==> config.mk <==
export PLATFORM = sky130hd
export DESIGN_NAME = aslbl_step
export DESIGN_NICKNAME = d
export VERILOG_FILES = /design/src/hdl/aslbl_pkg.sv /design/src/hdl/aslbl_step.sv
export SDC_FILE = /design/constraint.sdc
export NUM_CORES = 2
export LEC_CHECK = 0
export ABC_CLOCK_PERIOD_IN_PS = 7850
export CORE_MARGIN = 2
export CORE_UTILIZATION = 50
export CTS_CLUSTER_SIZE = 20
export DETAILED_ROUTE_END_ITERATION = 10
export DONT_BUFFER_PORTS = 1
export MAX_ROUTING_LAYER = met4
export PLACE_DENSITY = 0.65
export SYNTH_ARGS = -nofsm -noshare
export SYNTH_HDL_FRONTEND = slang
export SYNTH_SLANG_ARGS = --single-unit
==> constraint.sdc <==
create_clock -name clock -period 7.85 [get_ports clock]
set_input_delay 1.57 -clock clock [delete_from_list [all_inputs] [get_ports clock]]
set_output_delay 1.57 -clock clock [all_outputs]
set_load 0.05 [all_outputs]
==> src/hdl/aslbl_pkg.sv <==
package aslbl_pkg;

   localparam int NUM_AXES   = 10;
   localparam int NUM_LOCKS  = 4;
   localparam int REG_W      = 24;
   localparam int ELAPSED_W  = 16;
   localparam int FLAGS_W    = 6;
   localparam int BUTTONS_W  = 5;
   localparam int FRAC_BITS  = 16;
   localparam int PRODUCT_W  = REG_W + ELAPSED_W;
   localparam int STEP_W     = PRODUCT_W - FRAC_BITS;
   localparam int CSR_IDX_W  = 3;

   // axes 0..1 drive, 2..3 turn, 4..9 air
   localparam int FIRST_TURN = 2;
   localparam int FIRST_AIR  = 4;

   localparam int FLAG_MENU   = 0;
   localparam int FLAG_IN_AIR = 5;

   typedef enum logic [CSR_IDX_W-1:0] {
      CSR_ACCEL_RATE   = 3'd0,
      CSR_TURN_RATE    = 3'd1,
      CSR_AIR_RATE     = 3'd2,
      CSR_POWERUP_HOLD = 3'd3,
      CSR_JUMP_HOLD    = 3'd4,
      CSR_CHEAT_HOLD   = 3'd5,
      CSR_DEBUG_HOLD   = 3'd6
   } csr_index_type;

   typedef struct packed {
      logic [REG_W-1:0] accel;
      logic [REG_W-1:0] turn;
      logic [REG_W-1:0] air;
   } rates_type;

   typedef struct packed {
      logic [STEP_W-1:0] drive;
      logic [STEP_W-1:0] turn;
      logic [STEP_W-1:0] air;
   } steps_type;

   typedef struct packed {
      logic advance;
      logic bypass;
   } lane_ctl_type;

endpackage

==> src/hdl/aslbl_step.sv <==
module aslbl_step (
   input  logic                              clock,
   input  logic                              load,
   input  aslbl_pkg::rates_type              rates,
   input  logic [aslbl_pkg::ELAPSED_W-1:0]   elapsed,
   output aslbl_pkg::steps_type              steps
);

   logic [aslbl_pkg::PRODUCT_W-1:0] prod_drive;
   logic [aslbl_pkg::PRODUCT_W-1:0] prod_turn;
   logic [aslbl_pkg::PRODUCT_W-1:0] prod_air;
   aslbl_pkg::steps_type            steps_ff;
   aslbl_pkg::steps_type            steps_in;

   // Q8.16 rate times whole time units, drop the fraction
   assign prod_drive = aslbl_pkg::PRODUCT_W'(rates.accel) * aslbl_pkg::PRODUCT_W'(elapsed);
   assign prod_turn  = aslbl_pkg::PRODUCT_W'(rates.turn) * aslbl_pkg::PRODUCT_W'(elapsed);
   assign prod_air   = aslbl_pkg::PRODUCT_W'(rates.air) * aslbl_pkg::PRODUCT_W'(elapsed);

   always_comb begin
      steps_in.drive = prod_drive[aslbl_pkg::PRODUCT_W-1:aslbl_pkg::FRAC_BITS];
      steps_in.turn  = prod_turn[aslbl_pkg::PRODUCT_W-1:aslbl_pkg::FRAC_BITS];
      steps_in.air   = prod_air[aslbl_pkg::PRODUCT_W-1:aslbl_pkg::FRAC_BITS];
   end

   always_ff @(posedge clock) begin
      if (load) begin
         steps_ff <= steps_in;
      end
   end

   assign steps = steps_ff;

endmodule

==> impl_metrics.ini <==
[floorplan]
die_w_um = 278
boundaryPins = 162
dieArea_um2 = 77300
dieHeight_um = 278
rows = 100
coreArea_um2 = 74300
start_util_pct = 50.5

[clock_network]
cts_buffer_depth = 2
numCtsBuffers = 9
postCtsResizedCells = 0
hold_buffers = 0
post-cts-setup-buffers = 0
root_buffer = clkbuf_16
cts_tree = done
clkTransAtPathRegs_ps = 70
htreeDepth = 3
cts.sinks = 72

[final_layout]
area_growth_pct = 2.11
antenna_cells = 0
utilization_pct = 51.6
layout-drive-gt1-share_pct = 0.786
final_area_um2 = 38300
nets = 5272
largest_reg_flops = 72

[timing]
setup_viol_count_final = 0
fmax_ghz = 0.139
post-route-min-period_ps = 7190
rsz0062_at_grt = false
hold_violations = 0
worstMarginPinSlew_ps = 594
slew_headroom_pct = 59.8
tns_ps = 0
post-route-period-util_pct = 91.6
maxSlewViolCount = 0

[routing]
wirelength_um = 91700
drt_iter0_drc = 1438
drc = 0
vias_per_cell = 5.31
first_pass_iters = 5
vias = 26085
antenna_left = 0
wl_per_cell_um = 18.7

[worst_hold_path]
min_from = load
hp-class = in2reg

[synthesis]
synth_area_leaders = fa_1 (49%), ha_1 (11%), inv_1 (10%)
synth_area_leader_cell = fa_1
yosysUniqueCellTypes = 55
synth_most_common_cell = inv_1
yosysTopAreaCellShare_pct = 48.8
synthCells = 4133
synthesis.area_um2 = 37500
ys_ff_latch = 72
netlist_top_cells_count = inv_1 (1006), fa_1 (915), nand2_1 (712)
synth_seq_area_share_pct = 5.76
synthFlopType = edfxtp_1
syn_avg_cell_area_um2 = 9.08
synth_edf_count = 72
yosys_warnings = 0
synthesis.nets = 5465
synthArstFlopShare_pct = 0

[critical_path]
worstPathMaxFanout = 72
worstPathArrival_ps = 7330
worstPathRequired_ps = 7990
critical_path_class = in2reg
worstSetupEndpointType = flip-flop
crit_path_start = elapsed[1]
cp-start-kind = primary input

[grt]
antenna_found_initial = 1
grt_max_degree = 73
grt_pass1_vias = 29000
grt_overflow = 0
grt.total_usage_pct = 26.2
grt_pass1_wl_um = 154000

[place]
hpwl_um = 66500
numPortBuffers = 0
dpl_cell_area_um2 = 38000
gp_congestion = 0.844

[run]
maxCapViolCount = 0

[run_status]
status = completed
[path summary, 6_finish.rpt]
path | to | slack [ps] | cells after the start
setup / recovery | steps[47] | 660 | 20
hold / removal | steps[60] | 1290 | 0
[per-stage QoR]
step,cells,setup WS (ps),hold WS (ps)
finish,4914,658,1290
floorplan,4133,239,1680
global placement,4898,424,1690
detailed placement,4898,371,1700
global route,4914,485,1270
CTS,4914,789,1260
[per-layer routing]
metal,global-route usage [%],up-vias,share of wire (%)
met5,-,-,0
met4,6.99,0,2.5
met3,3.47,138,6.2
met2,44.5,772,51
met1,33.0,13567,41
li1,-,11608,-
[cell type report]
class                           count  area [µm²]
Sequential cell                    72        2160
Inverter                         1006        3780
Fill cell                        6957       36000
Clock buffer                        9         225
Multi-Input combinational cell   2851       30800
Clock inverter                      7         125
Tap cell                          969        1210
[critical path, cell delays in order]
cell	delay (ps)
and2_1	160
fa_1	530
inv_1	60
fa_1	550
inv_1	60
fa_1	500
inv_1	60
fa_1	550
fa_1	430
fa_1	550
inv_1	60
ha_1	340
a21oi_1	160
o21ai_0	140
or2_2	330
o311ai_1	490
a31oi_1	270
a21bo_1	260
a21oi_1	180
xnor2_1	70
[placed cells by master (no fill, tap or decap), types with 4 or more instances in the layout]
cell type  count
a21oi_1       73
clkbuf_16      9
nand3_1        9
fa_1         915
o211ai_1      11
o21ai_0       32
o21a_1        10
a211oi_1       6
edfxtp_1      72
nand2_1      712
xor2_1        24
a221oi_1       4
nor2b_1        7
or3_1          4
and2_1       473
ha_1         327
a21o_1        49
nand4_1       23
nor2_1        50
and3_1         6
a31oi_1        7
nor3_1        11
xnor2_1       48
nand2b_1       6
inv_1       1006
o21ai_1        6
[logic make-up after synthesis]
family | share of synthesized area, %
AND/OR/NAND/NOR | 16.8
adder cells (fa/ha/maj) | 59.7
buffers and inverters | 12.1
AO/OA/AOI/OAI | 3.89
XOR/XNOR | 1.72
flip-flops | 5.76
multiplexers | 0.0267
Power is left out: the tool's default activity adds up to more than one toggle a clock period on the data nets, which glitch-free logic cannot reach.
