===== src/hdl/aslbl_pkg.sv =====
package aslbl_pkg;

   localparam int NUM_AXES   = 10;
   localparam int NUM_LOCKS  = 4;
   localparam int REG_W      = 24;
   localparam int ELAPSED_W  = 16;
   localparam int FLAGS_W    = 6;
   localparam int BUTTONS_W  = 5;
   localparam int FRAC_BITS  = 16;
   localparam int PRODUCT_W  = REG_W + ELAPSED_W;
   localparam int STEP_W     = PRODUCT_W - FRAC_BITS;
   localparam int CSR_IDX_W  = 3;

   // axes 0..1 drive, 2..3 turn, 4..9 air
   localparam int FIRST_TURN = 2;
   localparam int FIRST_AIR  = 4;

   localparam int FLAG_MENU   = 0;
   localparam int FLAG_IN_AIR = 5;

   typedef enum logic [CSR_IDX_W-1:0] {
      CSR_ACCEL_RATE   = 3'd0,
      CSR_TURN_RATE    = 3'd1,
      CSR_AIR_RATE     = 3'd2,
      CSR_POWERUP_HOLD = 3'd3,
      CSR_JUMP_HOLD    = 3'd4,
      CSR_CHEAT_HOLD   = 3'd5,
      CSR_DEBUG_HOLD   = 3'd6
   } csr_index_type;

   typedef struct packed {
      logic [REG_W-1:0] accel;
      logic [REG_W-1:0] turn;
      logic [REG_W-1:0] air;
   } rates_type;

   typedef struct packed {
      logic [STEP_W-1:0] drive;
      logic [STEP_W-1:0] turn;
      logic [STEP_W-1:0] air;
   } steps_type;

   typedef struct packed {
      logic advance;
      logic bypass;
   } lane_ctl_type;

endpackage


===== src/hdl/aslbl_lane.sv =====
module aslbl_lane #(
   parameter int AXIS_BITS = 16
) (
   input  logic                             clock,
   input  logic                             reset,
   input  aslbl_pkg::lane_ctl_type          ctl,
   input  logic [aslbl_pkg::STEP_W-1:0]     step,
   input  logic [AXIS_BITS-1:0]             target,
   output logic [AXIS_BITS-1:0]             result
);

   localparam int WIDE_W = AXIS_BITS + 1;
   localparam int CMP_W  = (WIDE_W > aslbl_pkg::STEP_W) ? WIDE_W : aslbl_pkg::STEP_W;

   logic [AXIS_BITS-1:0] prev_ff;
   logic [AXIS_BITS-1:0] prev_in;
   logic [WIDE_W-1:0]    last_x;
   logic [WIDE_W-1:0]    target_x;
   logic [WIDE_W-1:0]    delta;
   logic [WIDE_W-1:0]    mag;
   logic [WIDE_W-1:0]    step_x;
   logic [WIDE_W-1:0]    moved;
   logic                 rising;
   logic                 limited;
   logic [AXIS_BITS-1:0] slewed;

   assign last_x   = {prev_ff[AXIS_BITS-1], prev_ff};
   assign target_x = {target[AXIS_BITS-1], target};
   assign delta    = target_x - last_x;
   assign rising   = ~delta[WIDE_W-1];
   assign mag      = rising ? delta : (~delta + WIDE_W'(1));
   assign limited  = CMP_W'(mag) > CMP_W'(step);
   // step stays below the distance when limited, so it fits here
   assign step_x   = WIDE_W'(step);
   assign moved    = rising ? (last_x + step_x) : (last_x - step_x);
   assign slewed   = limited ? moved[AXIS_BITS-1:0] : target;

   always_comb begin
      if (ctl.bypass) begin
         result  = target;
         prev_in = '0;
      end else begin
         result  = slewed;
         prev_in = slewed;
      end
   end

   always_ff @(posedge clock) begin
      if (reset) begin
         prev_ff <= '0;
      end else if (ctl.advance) begin
         prev_ff <= prev_in;
      end
   end

endmodule


===== config.mk =====
export PLATFORM = sky130hd
export DESIGN_NAME = aslbl_lane
export DESIGN_NICKNAME = d
export VERILOG_FILES = /design/src/hdl/aslbl_pkg.sv /design/src/hdl/aslbl_lane.sv
export SDC_FILE = /design/constraint.sdc
export NUM_CORES = 1
export LEC_CHECK = 0
export BUFFER_PORTS_ARGS = -buffer_cell sky130_fd_sc_hd__buf_4
export CORE_MARGIN = 5
export CORE_UTILIZATION = 45
export DETAILED_ROUTE_END_ITERATION = 10
export GPL_TIMING_DRIVEN = 0
export HOLD_SLACK_MARGIN = 0.15
export PLACE_DENSITY = 0.71
export SLEW_MARGIN = 25
export SYNTH_ARGS = -nofsm -noshare
export SYNTH_HDL_FRONTEND = slang
export SYNTH_SLANG_ARGS = --single-unit

===== constraint.sdc =====
create_clock -name clock -period 14.8 [get_ports clock]
set_input_delay 2.22 -clock clock [delete_from_list [all_inputs] [get_ports clock]]
set_output_delay 2.22 -clock clock [all_outputs]
set_load 0.03 [all_outputs]

==> results.sh, run 1 <==
export IMPL_routedWlPerCell_um=16.5
export IMPL_ant_nets=0
export IMPL_slew_headroom_pct=47.5
export IMPL_p_leak_nw=1.97
export IMPL_rows=32
export IMPL_drc=0
export IMPL_wl_met1_um=4740
export IMPL_holdWs_ns=0.502
export IMPL_num_fill_cells=768
export IMPL_criticalPathCategory="input port to primary output"
export IMPL_numCtsBuffers=3
export IMPL_reg2regPathDepth=19
export IMPL_portBuffers=59
export IMPL_internal_power_uw=152
export IMPL_hold_viol_final=0
export IMPL_clock_path_buffers=2
export IMPL_drtIter0Drc=213
export IMPL_route_met3_wl_um=694
export IMPL_cts_resized=0
export IMPL_clk_pin_slew_ns=0.07
export IMPL_grt_setup_unrepaired="no"
export IMPL_setup_violations=0
export IMPL_fp_dieW_um=99.8
export IMPL_area_delta_synth_final_pct=17.3
export IMPL_synth_edf_count=0
export IMPL_start_kind="input port"
export IMPL_synth_seq_cells=16
export IMPL_synth_area_mm2=0.00363
export IMPL_fmax_mhz=101
export IMPL_reg2reg_slack_ns=9.20
export IMPL_finClkSkew_ns=0.00180
export IMPL_grt_usage_pct=21.8
export IMPL_die_area_mm2=0.00995
export IMPL_postCtsSetupBuffers=0
export IMPL_fp_dieH_um=99.8
export IMPL_hold_class="register to register"
export IMPL_period_share_pct=66.8
export IMPL_insertion_delay_ns=0.26
export IMPL_synthFlopType="dfxtp_1"
export IMPL_async_flop_share_pct=0
export IMPL_largest_reg_flops=16
export IMPL_critPathRequiredTime_ns=12.58
export IMPL_min_path_cells=2
export IMPL_vias_per_cell=5.80
export IMPL_routed_wl_um=10800
export IMPL_slew_violations=0
export IMPL_dp_hpwl_um=8990
export IMPL_synthCells=489
export IMPL_yosysSeqAreaShare_pct=8.83
export IMPL_r2r_end="prev_ff[9]"
export IMPL_p_comb_share_pct=68.4
export IMPL_largest_register="prev_ff"
export IMPL_num_vias=3791
export IMPL_grt_pass1_vias=3782
export IMPL_ios=60
export IMPL_cp_end_kind="primary output"
export IMPL_cts_root_buffer="clkbuf_8"
export IMPL_cts_sinks=16
export IMPL_switching_power_uw=126
export IMPL_grt_pass1_wl_um=17800
export IMPL_multi_input_area_mm2=0.00304
export IMPL_tns_ns=0
export IMPL_drtPass1Iterations=4
export IMPL_synth_warnings=0
export IMPL_cap_violations=0
export IMPL_p_seq_share_pct=16.7
export IMPL_h_tree_depth=1
export IMPL_outcome="completed"
export IMPL_grt_max_degree=11
export IMPL_top_regs="prev_ff: 16 flops"
export IMPL_syn_nets=585
export IMPL_postCtsHoldBufs=0
export IMPL_route_met2_wl_um=5010
export IMPL_drive_gt1_share_pct=16.5
export IMPL_nets=649
export IMPL_crit_path_end="result[12]"
export IMPL_antenna_cells=0
export IMPL_antenna_found_initial=0
export IMPL_initial_core_util_pct=46.4
export IMPL_overflow=0
export IMPL_ys_types=70
export IMPL_power_per_cell_area_mw_per_mm2=65.5
export IMPL_finalCriticalPeriod_ns=9.89
export IMPL_place_gp_congestion=0.905
export IMPL_clkPwrFrac_pct=14.9
export IMPL_core_area_mm2=0.00781
export IMPL_timing_rr_start="prev_ff[0]"
export IMPL_arrival_ns=7.67
export IMPL_vdd_ir_drop_max_v=0.0000341
export IMPL_highest_layer="met4"
export IMPL_seqCellArea_um2=320
export IMPL_critPathLaunch="target[0]"
export IMPL_worst_path_max_fanout=9
export IMPL_cts_tree="yes"
export IMPL_tightest_slew_ns=0.785
export IMPL_syn_mean_instance_area_um2=7.42
export IMPL_p_sw_share_pct=45.4
## critical path, stage by stage
cell and delay, ns:
buf_4 0.07, inv_1 0.06, ha_1 0.23, fa_1 0.41, nand2b_1 0.21, a21oi_1 0.26, o21ai_1 0.19, a311oi_1 0.44
o21ai_1 0.24, nor4_2 0.36, a31oi_1 0.15, xor2_1 0.17, ha_1 0.31, nand4_1 0.17, nor3_1 0.10, or4_4 0.50
o311ai_4 0.66, nor2_1 0.38, mux2_2 0.36, buf_4 0.17
## layout by cell type, fill, tap and decap left out, types with 7 or more instances in the layout
cell type / n
o21ai_0: 23
xor2_1: 10
xnor2_1: 41
inv_1: 51
mux2_2: 8
nor3_1: 14
nand2_1: 29
nor2b_1: 9
dfxtp_1: 16
nor2_1: 44
nand3_1: 12
a21o_1: 10
buf_4: 60
mux2i_1: 14
a21oi_1: 31
o21a_1: 8
ha_1: 50
nand2b_1: 7
## area by class of cell
class | instances | area share, %
multi-input combinational | 409 | 71.5
timing repair buffer | 59 | 10.4
sequential | 16 | 7.53
inverter | 52 | 4.59
tap | 102 | 3.00
buffer | 12 | 1.62
clock buffer | 4 | 1.29
## worst min path at each step
| stage | start | to | slack [ns] |
|---|---|---|---|
| 2_1_floorplan | prev_ff[13] | prev_ff[13] | 0.46 |
| 6_report | prev_ff[6] | prev_ff[6] | 0.50 |
| 5_1_grt | prev_ff[6] | prev_ff[6] | 0.52 |
| 3_5_place_dp | prev_ff[6] | prev_ff[6] | 0.49 |
| 3_3_place_gp | prev_ff[6] | prev_ff[6] | 0.48 |
| 4_1_cts | prev_ff[6] | prev_ff[6] | 0.50 |
## metal layers
metal  vias up  GRT usage, %
li1       1893             -
met1      1746          27.7
met4         0          7.25
met3        25          3.23
met5         -             0
met2       127          37.6
## per-stage QoR
stage               util, %  instance area [um^2]  setup WS, ns  cells  total power [mW]
floorplan                 -                  3630          5.59    489             0.187
global placement       53.8                  4200          4.96    650             0.230
detailed placement     53.8                  4200          4.92    650             0.235
CTS                    54.5                  4250          4.92    654             0.279
global route           54.5                  4250          4.61    654             0.304
finish                 54.5                  4250          4.91    654             0.278
## cells in the mapped netlist (8+ instances only)
master   count  area, um^2
nor2b_1      9        56.3
xnor2_1     41         359
mux2_2       8        90.1
ha_1        50         626
a21oi_1     31         155
a21o_1      10        75.1
nor3_1      14        70.1
nor2_1      44         165
o21ai_0     23         115
xor2_1      10        87.6
dfxtp_1     16         320
o21a_1       8        60.1
nand3_1     12        60.1
inv_1       51         191
nand2_1     29         109
mux2i_1     14         140
## logic make-up after synthesis
kind of cell / count (synthesis) / share of synthesized area [%]
flops: 16 / 8.83
simple gates: 150 / 20.9
buf+inv: 64 / 7.28
compound gates: 134 / 25.9
mux: 22 / 6.35
xor+xnor: 51 / 12.3
fa+ha+maj: 52 / 18.4
## power by group through the flow
stage / combinational, mW / clock, mW / sequential, mW
3_3_place_gp: 0.183 / 0 / 0.0472
3_5_place_dp: 0.188 / 0 / 0.0473
2_1_floorplan: 0.141 / 0 / 0.0468
5_1_grt: 0.212 / 0.0450 / 0.0465
6_report: 0.191 / 0.0414 / 0.0464
4_1_cts: 0.190 / 0.0425 / 0.0464
Power figures use the tool's default switching activity.
==> run 2, diff against run 1 <==
--- a/config.mk
+++ b/config.mk
@@ -5,13 +5,14 @@
 export SDC_FILE = /design/constraint.sdc
 export NUM_CORES = 1
 export LEC_CHECK = 0
+export ABC_AREA = 1
 export BUFFER_PORTS_ARGS = -buffer_cell sky130_fd_sc_hd__buf_4
 export CORE_MARGIN = 5
 export CORE_UTILIZATION = 45
 export DETAILED_ROUTE_END_ITERATION = 10
 export GPL_TIMING_DRIVEN = 0
 export HOLD_SLACK_MARGIN = 0.15
-export PLACE_DENSITY = 0.71
+export PLACE_DENSITY = 0.73
 export SLEW_MARGIN = 25
 export SYNTH_ARGS = -nofsm -noshare
 export SYNTH_HDL_FRONTEND = slang
==> constraint.sdc (replaced) <==
create_clock -name clock -period 8.1 [get_ports clock]
set_input_delay 1.215 -clock clock [delete_from_list [all_inputs] [get_ports clock]]
set_output_delay 1.215 -clock clock [all_outputs]
set_load 0.03 [all_outputs]
==> run 2 against run 1 <==
Against the previous run: clock skew is 0.0020 ns higher; synthesized cell count is 36% higher; cell count up 28%; largest cell class unchanged; highest routed layer unchanged.
==> results.sh, run 2 <==
export IMPL_dp_hpwl_um=10200
export IMPL_area_delta_synth_final_pct=16.4
export IMPL_antenna_cells=0
export IMPL_yosys_area_share_simple_pct=34.0
export IMPL_clock_path_buffers=2
export IMPL_die_area_mm2=0.0105
export IMPL_synth_top_area_cell="ha_1"
export IMPL_hold_class="register to register"
export IMPL_numCtsBuffers=3
export IMPL_synth_seq_cells=16
export IMPL_drive_gt1_share_pct=13.6
export IMPL_portBuffers=59
export IMPL_seqCellArea_um2=320
export IMPL_synth_warnings=0
export IMPL_synthMuxAreaShare_pct=0
export IMPL_antenna_found_initial=0
export IMPL_slew_violations=0
export IMPL_synth_xor_area_share_pct=8.81
export IMPL_cts_root_buffer="clkbuf_8"
export IMPL_synth_compound_area_share_pct=17.7
export IMPL_ys_types=35
export IMPL_setup_violations=0
export IMPL_ys_top_cells_by_area="ha_1 (16%), nand2_1 (16%), inv_1 (12%)"
export IMPL_grt_pass1_vias=4203
export IMPL_initial_core_util_pct=46.6
export IMPL_criticalPathCategory="input port to primary output"
export IMPL_synthCells=666
export IMPL_clk_pin_slew_ns=0.06
export IMPL_vias_per_cell=5.32
export IMPL_drtIter0Drc=247
export IMPL_nets=826
export IMPL_yosys_top_cells_count="nand2_1 (164), inv_1 (121), a21oi_1 (52)"
export IMPL_postCtsHoldBufs=0
export IMPL_cts_sinks=16
export IMPL_postCtsSetupBuffers=0
export IMPL_outcome="completed"
export IMPL_cts_tree="yes"
export IMPL_r2r_end="prev_ff[10]"
export IMPL_cap_violations=0
export IMPL_drc=0
export IMPL_multi_input_area_mm2=0.00300
export IMPL_async_flop_share_pct=0
export IMPL_num_fill_cells=887
export IMPL_rows=33
export IMPL_synth_top_area_share_pct=16.3
export IMPL_drtPass1Iterations=5
export IMPL_routedWlPerCell_um=14.1
export IMPL_start_kind="input port"
export IMPL_vdd_ir_drop_max_v=0.0000555
export IMPL_synth_area_mm2=0.00385
export IMPL_ant_nets=0
export IMPL_fmax_mhz=154
export IMPL_cp_end_kind="primary output"
export IMPL_cp_slowest_stage_delay_ns=0.38
export IMPL_syn_mean_instance_area_um2=5.78
export IMPL_yosysMostFrequentCell="nand2_1"
export IMPL_ios=60
export IMPL_holdPathEnd="prev_ff[13]"
export IMPL_grt_max_degree=11
export IMPL_largest_register="prev_ff"
export IMPL_synthFlopType="dfxtp_1"
export IMPL_period_share_pct=79.9
export IMPL_tns_ns=0
export IMPL_timing_rr_start="prev_ff[0]"
export IMPL_arrival_ns=5.26
export IMPL_place_gp_congestion=0.941
export IMPL_critPathRequiredTime_ns=6.88
export IMPL_fp_dieH_um=102
export IMPL_largest_reg_flops=16
export IMPL_layout_cells_most_common="nand2_1"
export IMPL_cp_slowest_cell="fa_1"
export IMPL_syn_nets=762
export IMPL_grt_usage_pct=22.9
export IMPL_tightest_slew_ns=0.507
export IMPL_reg2reg_slack_ns=3.99
export IMPL_grt_setup_unrepaired="no"
export IMPL_routed_wl_um=11700
export IMPL_hold_viol_final=0
export IMPL_min_from="prev_ff[13]"
export IMPL_pre_cts_ws_ns=1.64
export IMPL_finalCriticalPeriod_ns=6.47
export IMPL_num_vias=4441
export IMPL_power_per_cell_area_mw_per_mm2=143
export IMPL_min_path_cells=2
export IMPL_finClkSkew_ns=0.00383
export IMPL_worst_path_max_fanout=10
export IMPL_synth_top_family_by_area="simple AND/OR/NAND/NOR gates"
export IMPL_synth_adder_area_share_pct=17.3
export IMPL_synth_edf_count=0
export IMPL_h_tree_depth=1
export IMPL_insertion_delay_ns=0.26
export IMPL_reg2regPathDepth=27
export IMPL_p_leak_nw=2.48
export IMPL_grt_pass1_wl_um=19300
export IMPL_yosysSeqAreaShare_pct=8.33
export IMPL_core_area_mm2=0.00826
export IMPL_fp_dieW_um=102
export IMPL_cts_resized=0
export IMPL_setup_ws_ns=1.63
export IMPL_top_regs="prev_ff: 16 flops"
export IMPL_layout_common_cells="nand2_1 (164), inv_1 (121), buf_4 (62)"
export IMPL_slew_headroom_pct=65.9
export IMPL_overflow=0
run 2: cell count changes in the layout (fill, tap and decap cells not counted), moves of 7 or more:
cell      change
a21o_1       -10
a21oi_1      +21
inv_1        +70
mux2_2        -8
mux2i_1      -14
nand2_1     +135
nand2_2      +12
nand2b_1      -7
nand3_1      +33
nand4_1       +9
nor2b_1       -9
o21ai_0      +24
xnor2_1      -33
xor2_1       +17
run 2: cell type report:
type,count,share of cell area [%]
Buffer,12,1.45
Timing Repair Buffer,59,9.89
Clock buffer,4,1.23
Tap cell,105,2.93
Inverter,124,10.4
Sequential cell,16,7.15
Multi-Input combinational cell,514,66.9
run 2: metrics by stage:
step / total power [mW] / instance area, um^2 / cells / utilization (%) / hold slack, ns
2_1_floorplan: 0.442 / 3850 / 666 / - / 0.515
3_3_place_gp: 0.552 / 4420 / 830 / 53.5 / 0.543
3_5_place_dp: 0.563 / 4420 / 830 / 53.5 / 0.550
4_1_cts: 0.637 / 4480 / 834 / 54.2 / 0.559
5_1_grt: 0.708 / 4480 / 834 / 54.2 / 0.594
6_report: 0.641 / 4480 / 834 / 54.2 / 0.561
run 2: logic make-up after synthesis:
logic type	count (synthesis)
AO/OA/AOI/OAI	124
XOR/XNOR	37
adder cells (fa/ha/maj)	52
buffers and inverters	136
flip-flops	16
AND/OR/NAND/NOR	301
run 2: how the worst max path moves through the flow:
stage / from / endpoint / slack [ns] / depth (start not counted)
final: target[0] / result[9] / 1.63 / 30
after CTS: target[0] / result[10] / 1.62 / 30
after detailed placement: target[0] / result[15] / 1.64 / 30
after global routing: target[0] / result[10] / 1.21 / 31
after global placement: target[0] / result[15] / 1.71 / 30
after floorplan: target[0] / result[2] / 2.33 / 27
run 2: layer usage:
metal / part of all wire [%] / wire length (um) / vias up / global-route usage (%)
li1: - / - / 2283 / -
met1: 44 / 5210 / 1981 / 30.0
met2: 47 / 5520 / 152 / 39.4
met3: 5.4 / 631 / 25 / 1.43
met4: 3.1 / 362 / 0 / 8.48
met5: 0 / 0 / - / 0
run 2: power breakdown:
| part | total [mW] | leakage, nW | switching, mW | internal [mW] |
|---|---|---|---|---|
| registers | 0.0890 | 0.132 | 0.00526 | 0.0838 |
| clock network | 0.0726 | 0.0288 | 0.0294 | 0.0432 |
| logic | 0.480 | 2.32 | 0.300 | 0.179 |
run 2: worst max-delay path, delay by kind of cell:
kind	cells	cell delay, ns
AND/OR/NAND/NOR	18	1.87
AO/OA/AOI/OAI	1	0.13
adder cells (fa/ha/maj)	3	0.88
buffers and inverters	8	1.14
